===== config.mk =====
export PLATFORM = sky130hd
export DESIGN_NAME = rfqd_ram
export DESIGN_NICKNAME = d
export VERILOG_FILES = /design/src/design/rfqd_ram.sv
export SDC_FILE = /design/constraint.sdc
export NUM_CORES = 1
export LEC_CHECK = 0
export ABC_AREA = 1
export ABC_CLOCK_PERIOD_IN_PS = 1980
export BUFFER_PORTS_ARGS = -buffer_cell sky130_fd_sc_hd__buf_2
export CORE_MARGIN = 8
export CORE_UTILIZATION = 35
export CTS_CLUSTER_DIAMETER = 150
export DETAILED_ROUTE_END_ITERATION = 8
export PLACE_DENSITY_LB_ADDON = 0.12
export SETUP_SLACK_MARGIN = 0.02
export SLEW_MARGIN = 20
export SYNTH_ARGS = -nofsm -noshare
export SYNTH_HDL_FRONTEND = slang
export SYNTH_SLANG_ARGS = --single-unit

===== constraint.sdc =====
create_clock -name clk -period 1.98 [get_ports clk]
set_clock_uncertainty 0.15 [all_clocks]
set_input_delay 0.198 -clock clk [delete_from_list [all_inputs] [get_ports clk]]
set_output_delay 0.198 -clock clk [all_outputs]
set_load 0.1 [all_outputs]

===== src/design/rfqd_ram.sv =====
`timescale 1ns / 1ps

module rfqd_ram #(
	parameter int WIDTH = 8,
	parameter int DEPTH = 64
) (
	input  logic                             clk,
	input  logic                             we,
	input  logic [$clog2(DEPTH)-1:0]         waddr,
	input  logic [WIDTH-1:0]                 wdata,
	input  logic                             re,
	input  logic [$clog2(DEPTH)-1:0]         raddr,
	output logic [WIDTH-1:0]                 rdata
);

	logic [WIDTH-1:0] mem [DEPTH];

	always_ff @(posedge clk) begin
		if (we) begin
			mem[waddr] <= wdata;
		end
		if (re) begin
			rdata <= mem[raddr];
		end
	end

endmodule


# == Word level (Yosys, flattened, before mapping) ==
# Memory sizes are Yosys's and may differ from the RTL's. A register that Yosys moved wholly into a read port is not among the register bits.
# Cells that the tools add are included.
# classes
n_mux,2
# op_table
operator,n
$mux 1,2
# word_totals
ramBits,512
elab_cells,3
input_bits,23
out_inout_bits,8
ff_bits,0
memories,1
# mem_list
name,words,width,rd,rd_ports_with_merged_regs,write_ports,line_no,text
mem,64,8,1,1,1,16,logic [WIDTH-1:0] mem [DEPTH];

# == Depth between registers and ports, before layout ==
# Gate-level depths: netlist of run 1.
# logic_depth
word_depth,2
depth_mapped,12
depth_no_buf,9

# == Least setup slack after synthesis of run 1 ==
# Ideal clock, no wire load.
# synth_path
kind,input port to flip-flop
start,input port we
end,memory mem[48][0] (enable)
n_path_buf,1
setup_slack_ns,-0.134
arrival_time_ns,1.569
stages,3
setup_ns,0.395
path_cell_list,clkbuf_1 > nand4_1 > nor4_1
# synth_between
elab_chain_len,2
# synth_rtl
element,line_no,text
start: declaration,8,"input logic we,"
$mux 1,19,if (we) begin
$mux 1 (implied by the code),20,mem[waddr] <= wdata;
end: declaration,16,
# Every way passes these cells.

# == Worst setup path in the final report of run 1 ==
# layout_path
start,input port we
end,memory mem[59][7] (enable)
# Same word-level chain as after synthesis.

==> impl_metrics.prom, run 1 <==
# TYPE chip_impl_metric gauge
chip_impl_metric{name="gp_congestion",unit=""} 0.830
chip_impl_metric{name="cts_num_sinks",unit=""} 520
chip_impl_metric{name="p_per_area",unit="nW/µm²"} 972
chip_impl_metric{name="worst_path_largest_cell_delay",unit="ns"} 0.61
chip_impl_metric{name="final_layout_size_suffix_gt1_share",unit="%"} 13.1
chip_impl_metric{name="timing_worst_slew_pin_value",unit="ns"} 0.846
chip_impl_info{name="crit_chain",value="dlygate4sd3_1, buf_2, nand4_1, dlygate4sd3_1, nor2_2, buf_6"} 1
chip_impl_metric{name="start_util",unit="%"} 35.4
chip_impl_info{name="min_from",value="raddr[4]"} 1
chip_impl_metric{name="layout_nets",unit=""} 1962
chip_impl_metric{name="synth-seq-area-share",unit="%"} 72.9
chip_impl_info{name="timing.hold.worst_endpoint",value="rdata[6]"} 1
chip_impl_metric{name="area.growth.synth_to_final",unit="%"} 18.1
chip_impl_metric{name="antenna_cells",unit=""} 0
chip_impl_metric{name="maxSlewViolCount",unit=""} 0
chip_impl_metric{name="drt_first_iter_violations",unit=""} 1078
chip_impl_metric{name="die_h",unit="µm"} 263
chip_impl_metric{name="drc_violations_left",unit=""} 0
chip_impl_metric{name="grt_pass1_vias",unit=""} 13800
chip_impl_metric{name="synth.distinct_cells",unit=""} 15
chip_impl_metric{name="clock_slew_at_reported_path_ffs",unit="ns"} 0.06
chip_impl_info{name="cts_tree",value="yes"} 1
chip_impl_metric{name="crit_arrival",unit="ns"} 2.06
chip_impl_metric{name="reg2regPathDepth",unit=""} 8
chip_impl_metric{name="detail_route.first_pass.iterations",unit=""} 5
chip_impl_metric{name="routed_wirelength",unit="mm"} 59.6
chip_impl_metric{name="route.detailed.wl_per_inst",unit="µm"} 21.6
chip_impl_metric{name="top_level_ports",unit=""} 31
chip_impl_info{name="worstReg2RegEnd",value="rdata[4]"} 1
chip_impl_metric{name="grt_antenna_before_repair",unit=""} 4
chip_impl_metric{name="synth.yosys.warnings",unit=""} 0
chip_impl_metric{name="clkLatencyLatePin",unit="ns"} 0.60
chip_impl_info{name="layout.cells.most_common",value="nand2_1"} 1
chip_impl_info{name="critical-path-top-cell-by-count",value="dlygate4sd3_1"} 1
chip_impl_metric{name="cell_area_after_synthesis",unit="µm²"} 21400
chip_impl_metric{name="grt_first_pass_wirelength",unit="mm"} 90.3
chip_impl_metric{name="finalSetupViolCount",unit=""} 0
chip_impl_metric{name="grt.overflow.total",unit=""} 0
chip_impl_metric{name="synthCells",unit=""} 1805
chip_impl_metric{name="post-route-period-util",unit="%"} 96.3
chip_impl_metric{name="final_hold_fails",unit=""} 0
chip_impl_metric{name="postCtsSetupRepairBufs",unit=""} 0
chip_impl_metric{name="clock_path_buffers",unit=""} 3
chip_impl_metric{name="tritoncts.num_buffers",unit=""} 56
chip_impl_metric{name="ys_ff_latch",unit=""} 520
chip_impl_info{name="timing.rr.start",value="mem[52][4]"} 1
chip_impl_metric{name="p_leak",unit="nW"} 9.25
chip_impl_metric{name="floorplan.die_area",unit="µm²"} 69400
chip_impl_metric{name="maxClockFrequency",unit="MHz"} 525
chip_impl_metric{name="die_span_in_x",unit="µm"} 263
chip_impl_info{name="worst_setup_path_start_kind",value="primary input"} 1
chip_impl_metric{name="vias_per_cell",unit=""} 5.03
chip_impl_info{name="rsz0062_at_grt",value="false"} 1
chip_impl_metric{name="hold_depth",unit=""} 4
chip_impl_metric{name="finalWorstPathRequiredPeriod",unit="ns"} 1.91
chip_impl_metric{name="hold_slack",unit="ns"} 0.0873
chip_impl_metric{name="fin_total_pwr",unit="mW"} 24.6
chip_impl_metric{name="synth.avg_cell_area",unit="µm²"} 11.9
chip_impl_metric{name="global_route.usage.total",unit="%"} 17.0
chip_impl_metric{name="ant_nets",unit=""} 0
chip_impl_metric{name="buffer_ports.inserted",unit=""} 30
chip_impl_metric{name="crit_required",unit="ns"} 2.14
chip_impl_metric{name="htree_levels",unit=""} 2
chip_impl_metric{name="dp_hpwl",unit="mm"} 37.0
chip_impl_info{name="crit_slowest_cell",value="dlygate4sd3_1"} 1
chip_impl_info{name="hold_path.class",value="primary input to register"} 1
chip_impl_metric{name="max_slew_margin",unit="%"} 43.6
chip_impl_info{name="most-common-layout-cells",value="nand2_1, edfxtp_1, nand3_1, buf_4, clkbuf_16"} 1
chip_impl_metric{name="vias_post_dr",unit=""} 13900
chip_impl_metric{name="timing.critical_path.fanout_max",unit=""} 9
chip_impl_metric{name="grt_start_max_net_pins",unit=""} 65
chip_impl_metric{name="core_area",unit="µm²"} 60500
chip_impl_info{name="status",value="complete, no violations"} 1
chip_impl_info{name="setup.worst_path.end_class",value="register"} 1
chip_impl_info{name="timing.setup.critical_path_class",value="primary input to register"} 1
chip_impl_metric{name="power.ir.vdd_worst",unit="mV"} 0.617
chip_impl_info{name="clockRootBuffer",value="clkbuf_16"} 1
chip_impl_metric{name="floorplan.rows",unit=""} 90
chip_impl_metric{name="synth_nets",unit=""} 1828
chip_impl_metric{name="r2r_setup_slack",unit="ns"} 0.33
chip_impl_metric{name="timing.max_cap.violations",unit=""} 0
-- worst max-delay path: cells and delay by family --
family / cells / cell delay, ns
buffers and inverters: 4 / 1.57
and+or+nand+nor: 2 / 0.28
-- Yosys cell counts --
cell type  number  area [µm²]
nand2_1       648        2430
edfxtp_1      520       15600
nand3_1       439        2200
nor2_1         56         210
buf_2          37         185
buf_6          35         394
clkbuf_1       15        56.3
buf_4          14         105
buf_1          10        37.5
inv_1          10        37.5
nand4_1         9        56.3
nor4_1          8        50.1
buf_8           2        30.0
inv_2           1        3.75
inv_6           1        8.76
-- area by class of cell --
class	count	area (µm²)
Fill cell	5688	35200
Inverter	12	55.1
Clock buffer	66	1460
Sequential cell	520	15600
Tap cell	782	978
Timing Repair Buffer	189	1850
Multi-Input combinational cell	1160	4950
Clock inverter	34	392
-- layer usage --
| metal | share of wire, % | GRT usage [%] |
|---|---|---|
| met5 | 0.050 | 0 |
| met4 | 1.9 | 4.10 |
| met3 | 4.5 | 2.36 |
| met2 | 46 | 27.1 |
| met1 | 47 | 24.5 |
-- per-stage QoR --
step | cell area [µm²] | TNS [ns] | util [%] | setup slack, ns | cells
floorplan | 21400 | -8.58 | - | -0.134 | 1805
global placement | 23300 | -0.194 | 38.6 | -0.0734 | 2652
detailed placement | 23300 | -0.197 | 38.6 | -0.0719 | 2652
CTS | 25300 | 0 | 41.8 | 0.0611 | 2763
global route | 25300 | 0 | 41.8 | 0.0455 | 2763
finish | 25300 | 0 | 41.8 | 0.0737 | 2763
-- worst max path at each step --
stage | startpoint | endpoint
3_3_place_gp | raddr[1] | rdata[2]
5_1_grt | we | mem[59][7]
2_1_floorplan | we | mem[48][0]
4_1_cts | rdata[3] | rdata[3]
3_5_place_dp | raddr[1] | rdata[1]
6_report | we | mem[59][7]
-- flip-flops by register name, summed over array words and instances, names as in the netlist --
signal  count
mem       512
rdata       8
-- power breakdown --
part / switching [mW] / leakage [nW] / internal (mW)
combinational: 1.24 / 3.66 / 0.508
sequential: 0.0385 / 4.69 / 12.2
clock: 4.20 / 0.902 / 6.40
-- cell families after synthesis --
| family | share of synthesized area [%] |
|---|---|
| buf+inv | 4.01 |
| simple gates | 23.1 |
| flops | 72.9 |
-- timing repair --
item                                   in CTS  in global routing
resized for setup                           0                  2
endpoints found under the hold margin     252                  0
setup endpoints to repair                   0                  7
hold buffers                               11                  0
Note: power is estimated with default switching activity, not from simulation.
==> run 2, diff against run 1 <==
Settings changed: CORE_MARGIN 8 to 10.
==> run 2 against run 1 <==
Cell count decreased by 0.36%. Combinational power about the same. Sequential share of layout area increased by 0.50 points. Global-route usage increased by 0.29 points. Largest cell class unchanged.
==> impl_metrics.prom, run 2 (synthesis gave the netlist of run 1 again) <==
# TYPE chip_impl_metric gauge
chip_impl_info{name="status",value="complete, no violations"} 1
chip_impl_metric{name="multi_input_comb_area",unit="µm²"} 4950
chip_impl_info{name="register_with_the_most_flip_flops",value="mem"} 1
chip_impl_metric{name="timing.max_cap.violations",unit=""} 0
chip_impl_metric{name="finalWorstPathRequiredPeriod",unit="ns"} 1.86
chip_impl_info{name="crit_slowest_cell",value="buf_2"} 1
chip_impl_metric{name="worst_path_largest_cell_delay",unit="ns"} 0.47
chip_impl_metric{name="floorplan.rows",unit=""} 90
chip_impl_metric{name="buffer_ports.inserted",unit=""} 30
chip_impl_metric{name="dpl.cell_count",unit=""} 2638
chip_impl_metric{name="routed_wirelength",unit="mm"} 61.3
chip_impl_metric{name="vias_per_cell",unit=""} 5.08
chip_impl_metric{name="clock_slew_at_reported_path_ffs",unit="ns"} 0.06
chip_impl_metric{name="grt_pass1_vias",unit=""} 14000
chip_impl_metric{name="hold_slack",unit="ns"} 0.0903
chip_impl_metric{name="power.ir.vdd_worst",unit="mV"} 0.508
chip_impl_metric{name="max_slew_margin",unit="%"} 57.8
chip_impl_metric{name="largest_register_ff_count",unit=""} 512
chip_impl_metric{name="fill_cells",unit=""} 5729
chip_impl_metric{name="route.detailed.wl_per_inst",unit="µm"} 22.3
chip_impl_info{name="rsz0062_at_grt",value="false"} 1
chip_impl_metric{name="crit_required",unit="ns"} 1.63
chip_impl_metric{name="timing_worst_slew_pin_value",unit="ns"} 0.632
chip_impl_metric{name="drc_violations_left",unit=""} 0
chip_impl_metric{name="grt_start_max_net_pins",unit=""} 101
chip_impl_info{name="crit_chain",value="buf_2"} 1
chip_impl_info{name="most-common-layout-cells",value="nand2_1, edfxtp_1, nand3_1, buf_4, clkbuf_16"} 1
chip_impl_info{name="biggestRegsByFlops",value="mem x512, rdata x8"} 1
chip_impl_metric{name="antenna_cells",unit=""} 0
chip_impl_metric{name="post-route-cell-area",unit="µm²"} 25100
chip_impl_metric{name="htree_levels",unit=""} 2
chip_impl_metric{name="timing.critical_path.fanout_max",unit=""} 1
chip_impl_metric{name="p_leak",unit="nW"} 9.16
chip_impl_metric{name="die_h",unit="µm"} 267
chip_impl_metric{name="gp_congestion",unit=""} 0.814
chip_impl_metric{name="global_route.usage.total",unit="%"} 17.3
chip_impl_metric{name="p_per_area",unit="nW/µm²"} 987
chip_impl_metric{name="finalSetupViolCount",unit=""} 0
chip_impl_metric{name="cp_num_buf_inv",unit=""} 1
chip_impl_metric{name="finalSetupTns",unit="ns"} 0
chip_impl_metric{name="clock_path_buffers",unit=""} 3
chip_impl_metric{name="grt_antenna_before_repair",unit=""} 3
chip_impl_metric{name="final_layout_size_suffix_gt1_share",unit="%"} 12.7
chip_impl_metric{name="tritoncts.num_buffers",unit=""} 57
chip_impl_metric{name="core_area",unit="µm²"} 60500
chip_impl_metric{name="maxSlewViolCount",unit=""} 0
chip_impl_info{name="hold_path.class",value="primary input to register"} 1
chip_impl_metric{name="floorplan.die_area",unit="µm²"} 71500
chip_impl_metric{name="top_level_ports",unit=""} 31
chip_impl_metric{name="sequential_cell_area",unit="µm²"} 15600
chip_impl_metric{name="cts_num_sinks",unit=""} 520
chip_impl_metric{name="layout_nets",unit=""} 1948
chip_impl_metric{name="maxClockFrequency",unit="MHz"} 537
chip_impl_info{name="clockRootBuffer",value="clkbuf_16"} 1
chip_impl_metric{name="crit_arrival",unit="ns"} 1.51
chip_impl_metric{name="fin_total_pwr",unit="mW"} 24.8
chip_impl_metric{name="dp_hpwl",unit="mm"} 36.8
chip_impl_metric{name="area.growth.synth_to_final",unit="%"} 17.2
chip_impl_metric{name="ant_nets",unit=""} 0
chip_impl_metric{name="post_dp_cell_area",unit="µm²"} 23100
chip_impl_info{name="worst_setup_path_start_kind",value="register"} 1
chip_impl_info{name="timing.setup.critical_path_class",value="register to output pin"} 1
chip_impl_metric{name="grt_first_pass_wirelength",unit="mm"} 92.6
chip_impl_info{name="cts_tree",value="yes"} 1
chip_impl_metric{name="clkLatencyLatePin",unit="ns"} 0.61
chip_impl_metric{name="grt.overflow.total",unit=""} 0
chip_impl_metric{name="drt_first_iter_violations",unit=""} 1224
chip_impl_metric{name="start_util",unit="%"} 35.4
chip_impl_metric{name="post-route-period-util",unit="%"} 94.0
chip_impl_info{name="critPathTopFamily",value="buffers and inverters"} 1
chip_impl_info{name="setup.worst_path.end_class",value="output pin"} 1
chip_impl_metric{name="final_hold_fails",unit=""} 0
chip_impl_metric{name="final_cell_count_no_fill",unit=""} 2753
chip_impl_metric{name="die_span_in_x",unit="µm"} 267
chip_impl_info{name="layout.cells.most_common",value="nand2_1"} 1
chip_impl_metric{name="vias_post_dr",unit=""} 14000
chip_impl_metric{name="detail_route.first_pass.iterations",unit=""} 5
## run 2: changes by cell type in the layout (fill, tap and decap cells not counted), moves of 2 or more
cell,before,now
clkbuf_1,9,13
clkinv_2,7,12
buf_2,28,23
buf_12,37,26
clkinv_1,14,9
clkbuf_16,57,59
clkbuf_4,0,2
## run 2: final timing paths
path,cells after the start,endpoint,from,slack [ns]
setup reg to reg,8,rdata[1],mem[5][1],0.29
setup / recovery,1,rdata[6],rdata[6],0.12
hold / removal,3,mem[50][5],waddr[0],0.09
hold reg to reg,8,rdata[7],mem[46][7],0.74
## run 2: worst min-delay path, cell delays in order
cell and delay, ns:
buf_2 0.20, nor4_1 0.08, buf_4 0.18
## run 2: stage by stage
stage               util, %  setup WS, ns
global route           41.5        0.0527
finish                 41.5         0.119
detailed placement     38.2        -0.168
CTS                    41.5        0.0326
floorplan                 -        -0.134
global placement       38.2        -0.158
## run 2: layout make-up
type                            count  share of cell area [%]
Clock buffer                       72                    6.08
Multi-Input combinational cell   1160                    19.7
Clock inverter                     33                    1.47
Inverter                           12                   0.219
Sequential cell                   520                    62.2
Timing Repair Buffer              174                    6.40
Tap cell                          782                    3.90
## run 2: what timing repair did
| action | in CTS | in global routing |
|---|---|---|
| buffers inserted | 0 | 0 |
| endpoints found under the hold margin | 467 | 0 |
| hold buffers | 10 | 0 |
| setup endpoints to repair | 3 | 2 |
| resized for setup | 3 | 2 |
## run 2: report_power, final
group          switching (mW)  total [mW]  internal, mW
combinational            1.26        1.72         0.465
sequential             0.0439        12.3          12.2
clock                    4.34        10.8          6.47
total                    5.64        24.8          19.1
## run 2: per-layer routing
layer | part of all wire [%] | vias up | wire length [µm] | GRT usage [%]
met5 | 0.021 | - | 13 | 0
met4 | 2.1 | 2 | 1320 | 4.35
met3 | 5.9 | 78 | 3620 | 3.45
met2 | 45 | 356 | 27300 | 26.4
met1 | 47 | 6941 | 29000 | 24.8
li1 | - | 6603 | - | -
