==> config.mk <==
export PLATFORM = sky130hd
export DESIGN_NAME = rfqd_link_upd
export DESIGN_NICKNAME = d
export VERILOG_FILES = /design/src/design/rfqd_pkg.sv /design/src/design/rfqd_link_upd.sv
export SDC_FILE = /design/constraint.sdc
export NUM_CORES = 1
export LEC_CHECK = 0
export BUFFER_PORTS_ARGS = -buffer_cell sky130_fd_sc_hd__buf_2
export CAP_MARGIN = 20
export CORE_MARGIN = 8
export CORE_UTILIZATION = 51
export DETAILED_ROUTE_END_ITERATION = 10
export PLACE_DENSITY = 0.85
export SYNTH_ARGS = -nofsm -noshare
export SYNTH_HDL_FRONTEND = slang
export SYNTH_SLANG_ARGS = --single-unit
==> constraint.sdc <==
create_clock -name vclk -period 3.5
set_clock_uncertainty 0.1 [all_clocks]
set_input_delay 0.175 -clock vclk [all_inputs]
set_output_delay 0.175 -clock vclk [all_outputs]
set_load 0.05 [all_outputs]
==> src/design/rfqd_pkg.sv <==
`timescale 1ns / 1ps

package rfqd_pkg;

	localparam int NUM_NODES_DEF = 64;

	// field widths
	localparam int OP_W     = 2;
	localparam int NODE_W   = 7;
	localparam int TTL_W    = 8;
	localparam int BYTES_W  = 16;
	localparam int NH_W     = 6;
	localparam int IF_W     = 8;
	localparam int STATUS_W = 3;
	localparam int QLEN_W   = 16;
	localparam int QUEUED_W = 32;
	localparam int USED_W   = 40;
	localparam int THR_W    = 16;

	// APB
	localparam int PADDR_W = 3;
	localparam int PDATA_W = 32;
	localparam logic REG_THR_IDX = 1'b0;
	localparam logic [THR_W-1:0] THR_RESET = 16'd64;

	// ops
	localparam logic [OP_W-1:0] OP_ROUTE_WR = 2'd0;
	localparam logic [OP_W-1:0] OP_LINK_WR  = 2'd1;
	localparam logic [OP_W-1:0] OP_FWD      = 2'd2;
	localparam logic [OP_W-1:0] OP_TICK     = 2'd3;

	// result status codes
	localparam logic [STATUS_W-1:0] ST_FWD      = 3'd0;
	localparam logic [STATUS_W-1:0] ST_NO_ROUTE = 3'd1;
	localparam logic [STATUS_W-1:0] ST_TTL_DROP = 3'd2;
	localparam logic [STATUS_W-1:0] ST_NO_LINK  = 3'd3;
	localparam logic [STATUS_W-1:0] ST_Q_FULL   = 3'd4;
	localparam logic [STATUS_W-1:0] ST_DONE     = 3'd5;

	localparam logic [TTL_W-1:0] TTL_EXPIRE = 8'd1;

	// queue length = queued / 1200, done as ((queued >> 4) * ceil(2^30 / 75)) >> 30,
	// exact for inputs below the saturation limit
	localparam int AVG_PACKET_BYTES = 1200;
	localparam logic [QUEUED_W-1:0] DIV_SAT_LIMIT = QUEUED_W'(65536 * AVG_PACKET_BYTES);
	localparam int DIV_PRE_SHIFT  = 4;
	localparam int DIV_IN_W       = 23;
	localparam int DIV_RECIP_W    = 24;
	localparam int DIV_PROD_W     = DIV_IN_W + DIV_RECIP_W;
	localparam int DIV_POST_SHIFT = 30;
	localparam logic [DIV_RECIP_W-1:0] DIV_RECIP = 24'd14316558;

	typedef struct packed {
		logic            valid;
		logic [NH_W-1:0] next_node;
		logic [IF_W-1:0] out_if;
		logic [IF_W-1:0] next_if;
	} route_t;

	typedef struct packed {
		logic                present;
		logic [QUEUED_W-1:0] queued;
		logic [USED_W-1:0]   used;
		logic [QLEN_W-1:0]   qlen;
	} link_t;

	localparam int ROUTE_W = $bits(route_t);
	localparam int LINK_W  = $bits(link_t);

endpackage

==> src/design/rfqd_link_upd.sv <==
`timescale 1ns / 1ps

module rfqd_link_upd (
	input  rfqd_pkg::link_t                     cur,
	input  logic [rfqd_pkg::BYTES_W-1:0]        bytes,
	output rfqd_pkg::link_t                     charged,
	output logic [rfqd_pkg::QUEUED_W-1:0]       drained
);
	import rfqd_pkg::*;

	logic [USED_W:0]     used_sum;
	logic [QUEUED_W:0]   queued_sum;
	logic [USED_W-4:0]   drain;

	// charge one packet, all counters saturate
	always_comb begin
		used_sum   = {1'b0, cur.used} + (USED_W + 1)'({bytes, 3'b000});
		queued_sum = {1'b0, cur.queued} + (QUEUED_W + 1)'(bytes);
		charged.present = cur.present;
		charged.used    = used_sum[USED_W] ? {USED_W{1'b1}} : used_sum[USED_W-1:0];
		charged.queued  = queued_sum[QUEUED_W] ? {QUEUED_W{1'b1}} : queued_sum[QUEUED_W-1:0];
		charged.qlen    = (&cur.qlen) ? cur.qlen : cur.qlen + QLEN_W'(1);
	end

	// slot drain: used bits / 8, floored at zero
	always_comb begin
		drain = cur.used[USED_W-1:3];
		if ((USED_W - 3)'(cur.queued) > drain) begin
			drained = cur.queued - drain[QUEUED_W-1:0];
		end else begin
			drained = '0;
		end
	end

endmodule

After elaboration in Yosys (flattened, before gate mapping)

Index checks and enable logic that the tools add are counted.

Bits in registers: 0
Input port bits: 105
Output and inout bits: 121
Word-level logic and storage cells: 10

Add/subtract/negate cells: 4
$lt $le $gt $ge: 1
Multiplexer cells: 4
Reduce and logical (&&, ||, !) cells: 1

Operators by type and width:

| cell                  | count |
|---|---|
| $mux 32               | 2 |
| $add 40x19->41        | 1 |
| $mux 40               | 1 |
| $gt 32x37->1          | 1 |
| $add 32x16->33        | 1 |
| $sub 32x32->32        | 1 |
| $add 16x1->16 const B | 1 |
| $mux 16               | 1 |
| $reduce_and 16->1     | 1 |

Longest topological paths before layout

Gate-level depths: netlist of run 1.

Word-level depth: 2
Depth in mapped cells: 12

Worst setup path before layout of run 1

OpenSTA, ideal clock, no wires.

Path kind: input-to-output
Start point: input cur[23] (netlist name)
End point: output drained[25] (netlist name)
Arrival time: 4.367 ns
Data required time: 3.225 ns
Path slack: -1.142 ns
Cell stages on the path: 10
Path buffers: 0
Cell sequence: inv_1 -> ha_1 -> and3_1 -> o21ai_1 -> nand2_1 -> a211o_1 -> o311ai_4 -> a211oi_1 -> o21a_1 -> a2111oi_0

Cells in the longest elaborated chain, start to end: 2

RTL lines:

| element                                        | RTL line                                 | RTL |
|---|---|---|
| start: declaration                             | rfqd_link_upd.sv:4                       | `input rfqd_pkg::link_t cur,` |
| $sub 32x32->32 or $gt 32x37->1 (tied branches) | rfqd_link_upd.sv:29, rfqd_link_upd.sv:28 |  |
| $mux 32 (*)                                    | rfqd_link_upd.sv:28                      | `if ((USED_W - 3)'(cur.queued) > drain) begin` |
| end: declaration                               | rfqd_link_upd.sv:7                       | `output logic [rfqd_pkg::QUEUED_W-1:0] drained` |

Every way passes the cells marked *; elsewhere a longest branch is shown, timed or not.

==> tab_implementation.tex, run 1 <==
\begin{tabular}{lr}
\hline
Metric & Value \\
\hline
\multicolumn{2}{l}{\textbf{STA}} \\
\quad Rel. slew slack & 30.29\% \\
\quad Tcrit/Tclk final & 96.16\% \\
\quad Max-slew violation count & 0 \\
\quad Slack of the critical path & 134.3 ps \\
\quad Tmin final & 3366 ps \\
\quad Tightest hold margin & 250.1 ps \\
\quad Endpoints failing hold & 0 \\
\quad Worst Max-Slew Pin Slew & 1044 ps \\
\quad Peak Freq & 297.1 MHz \\
\quad Total of endpoints with negative setup slack in the final report & 0 \\
\multicolumn{2}{l}{\textbf{Final layout}} \\
\quad Most frequent cells in the layout & sky130\_fd\_sc\_hd\_\_buf\_2 (223), sky130\_fd\_sc\_hd\_\_nand2\_1 (91), sky130\_fd\_sc\_hd\_\_ha\_1 (65) \\
\quad Fraction of final layout cells sized beyond drive strength 1 & 27.18\% \\
\quad Clkbuf count & 0 \\
\quad Sequential cell area & 0 µm² \\
\quad Total number of sequential cells & 0 \\
\quad Fillers & 968 \\
\quad Multi-input combinational cell area & 4955 µm² \\
\quad Net count of the finished layout & 1183 \\
\quad Non-Filler Instances & 1146 \\
\quad Layout area overhead & 26.15\% \\
\quad Finished layout cell area & 6615 µm² \\
\quad Most common library cell in the layout ignoring fill and taps & sky130\_fd\_sc\_hd\_\_buf\_2 \\
\quad Core Util, Final & 65.25\% \\
\multicolumn{2}{l}{\textbf{Worst setup path}} \\
\quad Critical path class & input port to output pin \\
\quad Worst EP required & 3220 ps \\
\quad Arrival time reported for the critical path endpoint & 3090 ps \\
\quad Cell repeated most along the worst path & sky130\_fd\_sc\_hd\_\_buf\_2 \\
\quad Critical-path top delay cell & sky130\_fd\_sc\_hd\_\_fa\_1 \\
\quad Critical path capture point type & output pin \\
\quad CP peak stage delay & 440 ps \\
\quad List of cells traversed by the critical path & buf\_2 -> ha\_1 -> fa\_1 -> a211oi\_2 -> o21ba\_2 -> a21oi\_1 -> o221a\_1 -> o21a\_4 -> o31ai\_4 -> nor2\_2 -> or3b\_1 -> buf\_2 \\
\quad Critical path peak fanout & 12 \\
\quad Launching element type of the critical path & input port \\
\multicolumn{2}{l}{\textbf{Power and ir drop}} \\
\quad Leakage power total & 3.342 nW \\
\quad Max VDD drop & 194.3 µV \\
\quad Power density over the cells & 226.6 nW/µm² \\
\multicolumn{2}{l}{\textbf{Die}} \\
\quad Core area & 10140 µm² \\
\quad Row count & 37 \\
\quad Chip Width & 117.4 µm \\
\quad Chip height & 117.4 µm \\
\quad Starting density of the core & 51.72\% \\
\quad Die ar. & 13780 µm² \\
\quad Number of top-level pins & 226 \\
\multicolumn{2}{l}{\textbf{Global routing}} \\
\quad Global-route congestion overflow total & 0 \\
\quad Number of global-route vias before repair & 6508 \\
\quad Pin count of the biggest net entering global routing & 33 \\
\quad Tot GR Track Use & 25.66\% \\
\quad Number of antenna violations at the first check in global routing & 2 \\
\quad Global-route wire length before repair & 30.94 mm \\
\multicolumn{2}{l}{\textbf{Place}} \\
\quad Number of placed instances, taps included & 1144 \\
\quad Total of buffers placed on input and output ports & 224 \\
\quad Global placer's final weighted congestion & 1.008 \\
\quad Sum of net half-perimeters after detailed placement & 16.52 mm \\
\quad Area after DPL & 6571 µm² \\
\quad Worst setup timing slack at the placement stage & 25.75 ps \\
\multicolumn{2}{l}{\textbf{Synthesis}} \\
\quad Total nets after synthesis & 971 \\
\quad Synthesis warning total & 0 \\
\quad Sequential-to-total area share from yosys stat & 0\% \\
\quad Cells after synthesis & 798 \\
\quad Avg Synthesized Cell Area & 6.571 µm² \\
\quad Biggest area contributors in the synthesized netlist & sky130\_fd\_sc\_hd\_\_ha\_1 (16\%), sky130\_fd\_sc\_hd\_\_nand2\_1 (6.5\%), sky130\_fd\_sc\_hd\_\_a21oi\_1 (5.8\%) \\
\quad Dominant cell type by area after synthesis & sky130\_fd\_sc\_hd\_\_ha\_1 \\
\quad Post-synth top area share & 15.51\% \\
\quad Netlist cell types & 73 \\
\quad Netlist area before placement & 5244 µm² \\
\multicolumn{2}{l}{\textbf{Routing}} \\
\quad Antenna viol nets, final & 0 \\
\quad Number of design-rule violations left by the first detailed-router iteration & 573 \\
\quad Number of DRC violations after detailed routing & 0 \\
\quad Total iterations of the first detailed-routing run & 5 \\
\quad Via count & 6977 \\
\quad Average via count per standard cell & 6.088 \\
\quad WL per Instance & 16.99 µm \\
\quad Total Routed Length & 19.47 mm \\
\multicolumn{2}{l}{\textbf{Flow run}} \\
\quad Max-Cap Viols & 0 \\
\multicolumn{2}{l}{\textbf{Outcome}} \\
\quad Run status & complete, no violations \\
\multicolumn{2}{l}{\textbf{Clock tree}} \\
\quad Buffer count from post-CTS setup fixing & 0 \\
\multicolumn{2}{l}{\textbf{Min path}} \\
\quad Path class of the lowest-slack min-delay path & input port to output pin \\
\hline
\end{tabular}
power breakdown:
part                 total [W]  switching [W]      internal, W
combinational          0.00150        0.00103         0.000469
clock          0.0000000000765              0  0.0000000000765
sequential                   0              0                0
total                  0.00150        0.00103         0.000469
cell usage after synthesis, drive strengths merged, types with 22 or more instances:
cell type	instances
xor2	27
clkbuf	22
nand2	91
a211oi	37
a21o	35
xnor2	34
nor2	37
inv	57
a21oi	62
nor3	29
nand3	42
o21ai	45
ha	65
area by class of cell:
cell class | instances | area share, %
Multi-Input combinational cell | 709 | 74.90
Timing Repair Buffer | 242 | 19.22
Antenna cell | 2 | 0.07566
Tap cell | 136 | 2.572
Inverter | 57 | 3.234
repair_timing:
action / CTS / global route
resized for setup: 0 / 7
hold buffers: 0 / 0
endpoints found under the setup margin: 0 / 17
worst paths after layout:
check  cells past startpoint  slack (ps)    start          end
max                       12         130  cur[56]  charged[81]
min                        0         250  cur[88]  charged[88]
through the flow:
step                      total power [W]  setup TNS (ps)
after floorplan                  0.001102               0
after global placement           0.001464               0
after detailed placement         0.001470               0
after CTS                        0.001477               0
after global routing             0.001606          -10.24
final                            0.001499               0
metal layers:
metal / GRT usage (%) / wire length [µm] / vias up
li1: - / - / 3434
met1: 30.99 / 8026 / 3161
met2: 45.52 / 9448 / 334
met3: 2.974 / 1352 / 48
met4: 9.246 / 642 / 0
met5: 0 / 0 / -
critical path: cells and delay by family:
kind            cells  cell delay (ps)
buf+inv             2              330
compound gates      6             1400
simple gates        2              510
fa+ha+maj           2              660
logic make-up (layout without fill, tap and decap cells):
| family | count (synthesis) | count (layout) | synth area share [%] |
|---|---|---|---|
| AND/OR/NAND/NOR | 307 | 307 | 29.68 |
| AO/OA/AOI/OAI | 268 | 268 | 35.67 |
| buffers and inverters | 89 | 299 | 6.753 |
| adder cells (fa/ha/maj) | 68 | 68 | 16.65 |
| XOR/XNOR | 61 | 61 | 10.19 |
| multiplexers | 5 | 5 | 1.050 |
| other | 0 | 2 | 0 |
(Power assumes the default switching activity.)
==> run 2: changes to the inputs <==
Settings changed: BUFFER_PORTS_ARGS -buffer_cell sky130_fd_sc_hd__buf_2 to default, CORE_UTILIZATION 51 to 25, DONT_BUFFER_PORTS from default to 1, PLACE_DENSITY 0.85 to default.
==> tab_implementation.tex, run 2 (synthesized netlist as in run 1, its figures left out) <==
\begin{tabular}{lr}
\hline
Metric & Value \\
\hline
\multicolumn{2}{l}{\textbf{Outcome}} \\
\quad Run status & complete, no violations (unchanged) \\
\multicolumn{2}{l}{\textbf{Die}} \\
\quad Row count & 53 (was 37) \\
\quad Chip Width & 160.8 µm (was 117.4 µm) \\
\quad Die ar. & 25860 µm² (was 13780 µm²) \\
\quad Number of top-level pins & 226 (unchanged) \\
\quad Core area & 20820 µm² (was 10140 µm²) \\
\quad Starting density of the core & 25.18\% (was 51.72\%) \\
\quad Chip height & 160.8 µm (was 117.4 µm) \\
\multicolumn{2}{l}{\textbf{Final layout}} \\
\quad Clkbuf count & 0 (unchanged) \\
\quad Finished layout cell area & 6793 µm² (was 6615 µm²) \\
\quad Sequential cell area & 0 µm² (unchanged) \\
\quad Fraction of final layout cells sized beyond drive strength 1 & 20.45\% (was 27.18\%) \\
\quad Layout area overhead & 29.54\% (was 26.15\%) \\
\quad Most frequent cells in the layout & sky130\_fd\_sc\_hd\_\_buf\_4 (110), sky130\_fd\_sc\_hd\_\_nand2\_1 (91), sky130\_fd\_sc\_hd\_\_ha\_1 (65) (was sky130\_fd\_sc\_hd\_\_buf\_2 (223), sky130\_fd\_sc\_hd\_\_nand2\_1 (91), sky130\_fd\_sc\_hd\_\_ha\_1 (65)) \\
\quad Net count of the finished layout & 1065 (was 1183) \\
\quad Fillers & 2270 (was 968) \\
\quad Number of antenna cells inserted & 0 (was 2) \\
\quad Total number of sequential cells & 0 (unchanged) \\
\quad Most common library cell in the layout ignoring fill and taps & sky130\_fd\_sc\_hd\_\_buf\_4 (was sky130\_fd\_sc\_hd\_\_buf\_2) \\
\multicolumn{2}{l}{\textbf{Routing}} \\
\quad Number of DRC violations after detailed routing & 0 (unchanged) \\
\quad Total Routed Length & 22.81 mm (was 19.47 mm) \\
\quad Total iterations of the first detailed-routing run & 6 (was 5) \\
\quad Average via count per standard cell & 5.489 (was 6.088) \\
\quad Via count & 6395 (was 6977) \\
\quad WL per Instance & 19.58 µm (was 16.99 µm) \\
\quad Antenna viol nets, final & 0 (unchanged) \\
\quad Number of design-rule violations left by the first detailed-router iteration & 521 (was 573) \\
\multicolumn{2}{l}{\textbf{STA}} \\
\quad Endpoints failing hold & 0 (unchanged) \\
\quad Setup repair after global routing missed its margin & no \\
\quad Tmin final & 3355 ps (was 3366 ps) \\
\quad Total of endpoints with negative setup slack in the final report & 0 (unchanged) \\
\quad Rel. slew slack & 22.76\% (was 30.29\%) \\
\quad Peak Freq & 298.0 MHz (was 297.1 MHz) \\
\quad Tcrit/Tclk final & 95.87\% (was 96.16\%) \\
\quad Final sum of negative setup slack & 0 ps (unchanged) \\
\quad Max-slew violation count & 0 (unchanged) \\
\quad Worst Max-Slew Pin Slew & 1150 ps (was 1044 ps) \\
\multicolumn{2}{l}{\textbf{Min path}} \\
\quad Hold path depth & 0 (unchanged) \\
\quad Path class of the lowest-slack min-delay path & input port to output pin (unchanged) \\
\multicolumn{2}{l}{\textbf{Power and ir drop}} \\
\quad Power density over the cells & 225.2 nW/µm² (was 226.6 nW/µm²) \\
\quad Overall power consumption & 0.001530 W (was 0.001499 W) \\
\quad Leakage power total & 3.005 nW (was 3.342 nW) \\
\quad Max VDD drop & 195.0 µV (was 194.3 µV) \\
\multicolumn{2}{l}{\textbf{Global routing}} \\
\quad Number of global-route vias before repair & 6143 (was 6508) \\
\quad Global-route congestion overflow total & 0 (unchanged) \\
\quad Global-route wire length before repair & 34.41 mm (was 30.94 mm) \\
\quad Number of antenna violations at the first check in global routing & 0 (was 2) \\
\quad Tot GR Track Use & 16.28\% (was 25.66\%) \\
\quad Pin count of the biggest net entering global routing & 33 (unchanged) \\
\multicolumn{2}{l}{\textbf{Place}} \\
\quad Global placer's final weighted congestion & 0.9067 (was 1.008) \\
\quad Area after DPL & 6788 µm² (was 6571 µm²) \\
\quad Total of buffers placed on input and output ports & 0 (was 224) \\
\quad Sum of net half-perimeters after detailed placement & 19.93 mm (was 16.52 mm) \\
\multicolumn{2}{l}{\textbf{Worst setup path}} \\
\quad CP peak stage delay & 460 ps (was 440 ps) \\
\quad List of cells traversed by the critical path & ha\_1 -> fa\_1 -> a211oi\_2 -> o21ba\_2 -> a21oi\_1 -> o221a\_1 -> o21a\_2 -> o31ai\_4 -> nor2\_2 -> buf\_4 -> or2\_2 (was buf\_2 -> ha\_1 -> fa\_1 -> a211oi\_2 -> o21ba\_2 -> a21oi\_1 -> o221a\_1 -> o21a\_4 -> o31ai\_4 -> nor2\_2 -> or3b\_1 -> buf\_2) \\
\quad Arrival time reported for the critical path endpoint & 3080 ps (was 3090 ps) \\
\quad Critical-path top delay cell & sky130\_fd\_sc\_hd\_\_fa\_1 (unchanged) \\
\quad Critical path peak fanout & 12 (unchanged) \\
\quad Critical path capture point type & output pin (unchanged) \\
\quad Worst EP required & 3220 ps (about the same) \\
\quad Critical path class & input port to output pin (unchanged) \\
\quad Launching element type of the critical path & input port (unchanged) \\
\multicolumn{2}{l}{\textbf{Flow run}} \\
\quad Max-Cap Viols & 0 (unchanged) \\
\multicolumn{2}{l}{\textbf{Clock tree}} \\
\quad Quantity of hold-fixing buffers added after cts & 0 (unchanged) \\
\hline
\end{tabular}
## run 2: changes by cell type in the layout (fill, tap and decap cells not counted), sizes merged
cell    delta
inv        -1
buf      -117
clkinv     +1
diode      -2
clkbuf     -1
## run 2: power by group
group | total, W | switching, W | internal, W
clock network | 0 | 0 | 0
registers | 0 | 0 | 0
logic | 0.00153 | 0.00103 | 0.000504
## run 2: final timing paths
kind / start / endpoint / slack, ps
worst min-delay path: cur[88] / charged[88] / 250
worst max-delay path: cur[56] / charged[74] / 140
## run 2: metrics by stage
| stage | std cells | util, % | hold WS (ps) | worst slack [ps] |
|---|---|---|---|---|
| after floorplan | 798 | - | 417.1 | 2.579 |
| final | 1165 | 32.62 | 250.0 | 144.6 |
| after global placement | 1165 | 32.60 | 250.6 | 173.4 |
| after global routing | 1165 | 32.62 | 250.1 | 29.60 |
| after detailed placement | 1165 | 32.60 | 250.6 | 101.5 |
| after CTS | 1165 | 32.60 | 250.6 | 93.33 |
## run 2: area by class of cell
type	count	area (µm²)	share of cell area (%)
Timing Repair Buffer	124	1106	16.28
Inverter	57	214.0	3.150
Multi-Input combinational cell	709	5129	75.50
Tap cell	275	344.1	5.065
## run 2: critical path: cells and delay by family
family,cells,cell delay [ps]
AOI/OAI and AO/OA,6,1510
adders and majority gates,2,670
and+or+nand+nor,2,530
buffers and inverters,1,170
## run 2: routing by layer
metal | wire length [µm] | track usage, %
met1 | 8845 | 18.60
met2 | 10670 | 27.75
met3 | 2495 | 5.912
met4 | 801 | 5.177
met5 | 0 | 0
## run 2: what timing repair did
item	4_1_cts	5_1_grt
buffers inserted	0	0
setup endpoints to repair	0	23
resized for setup	0	1
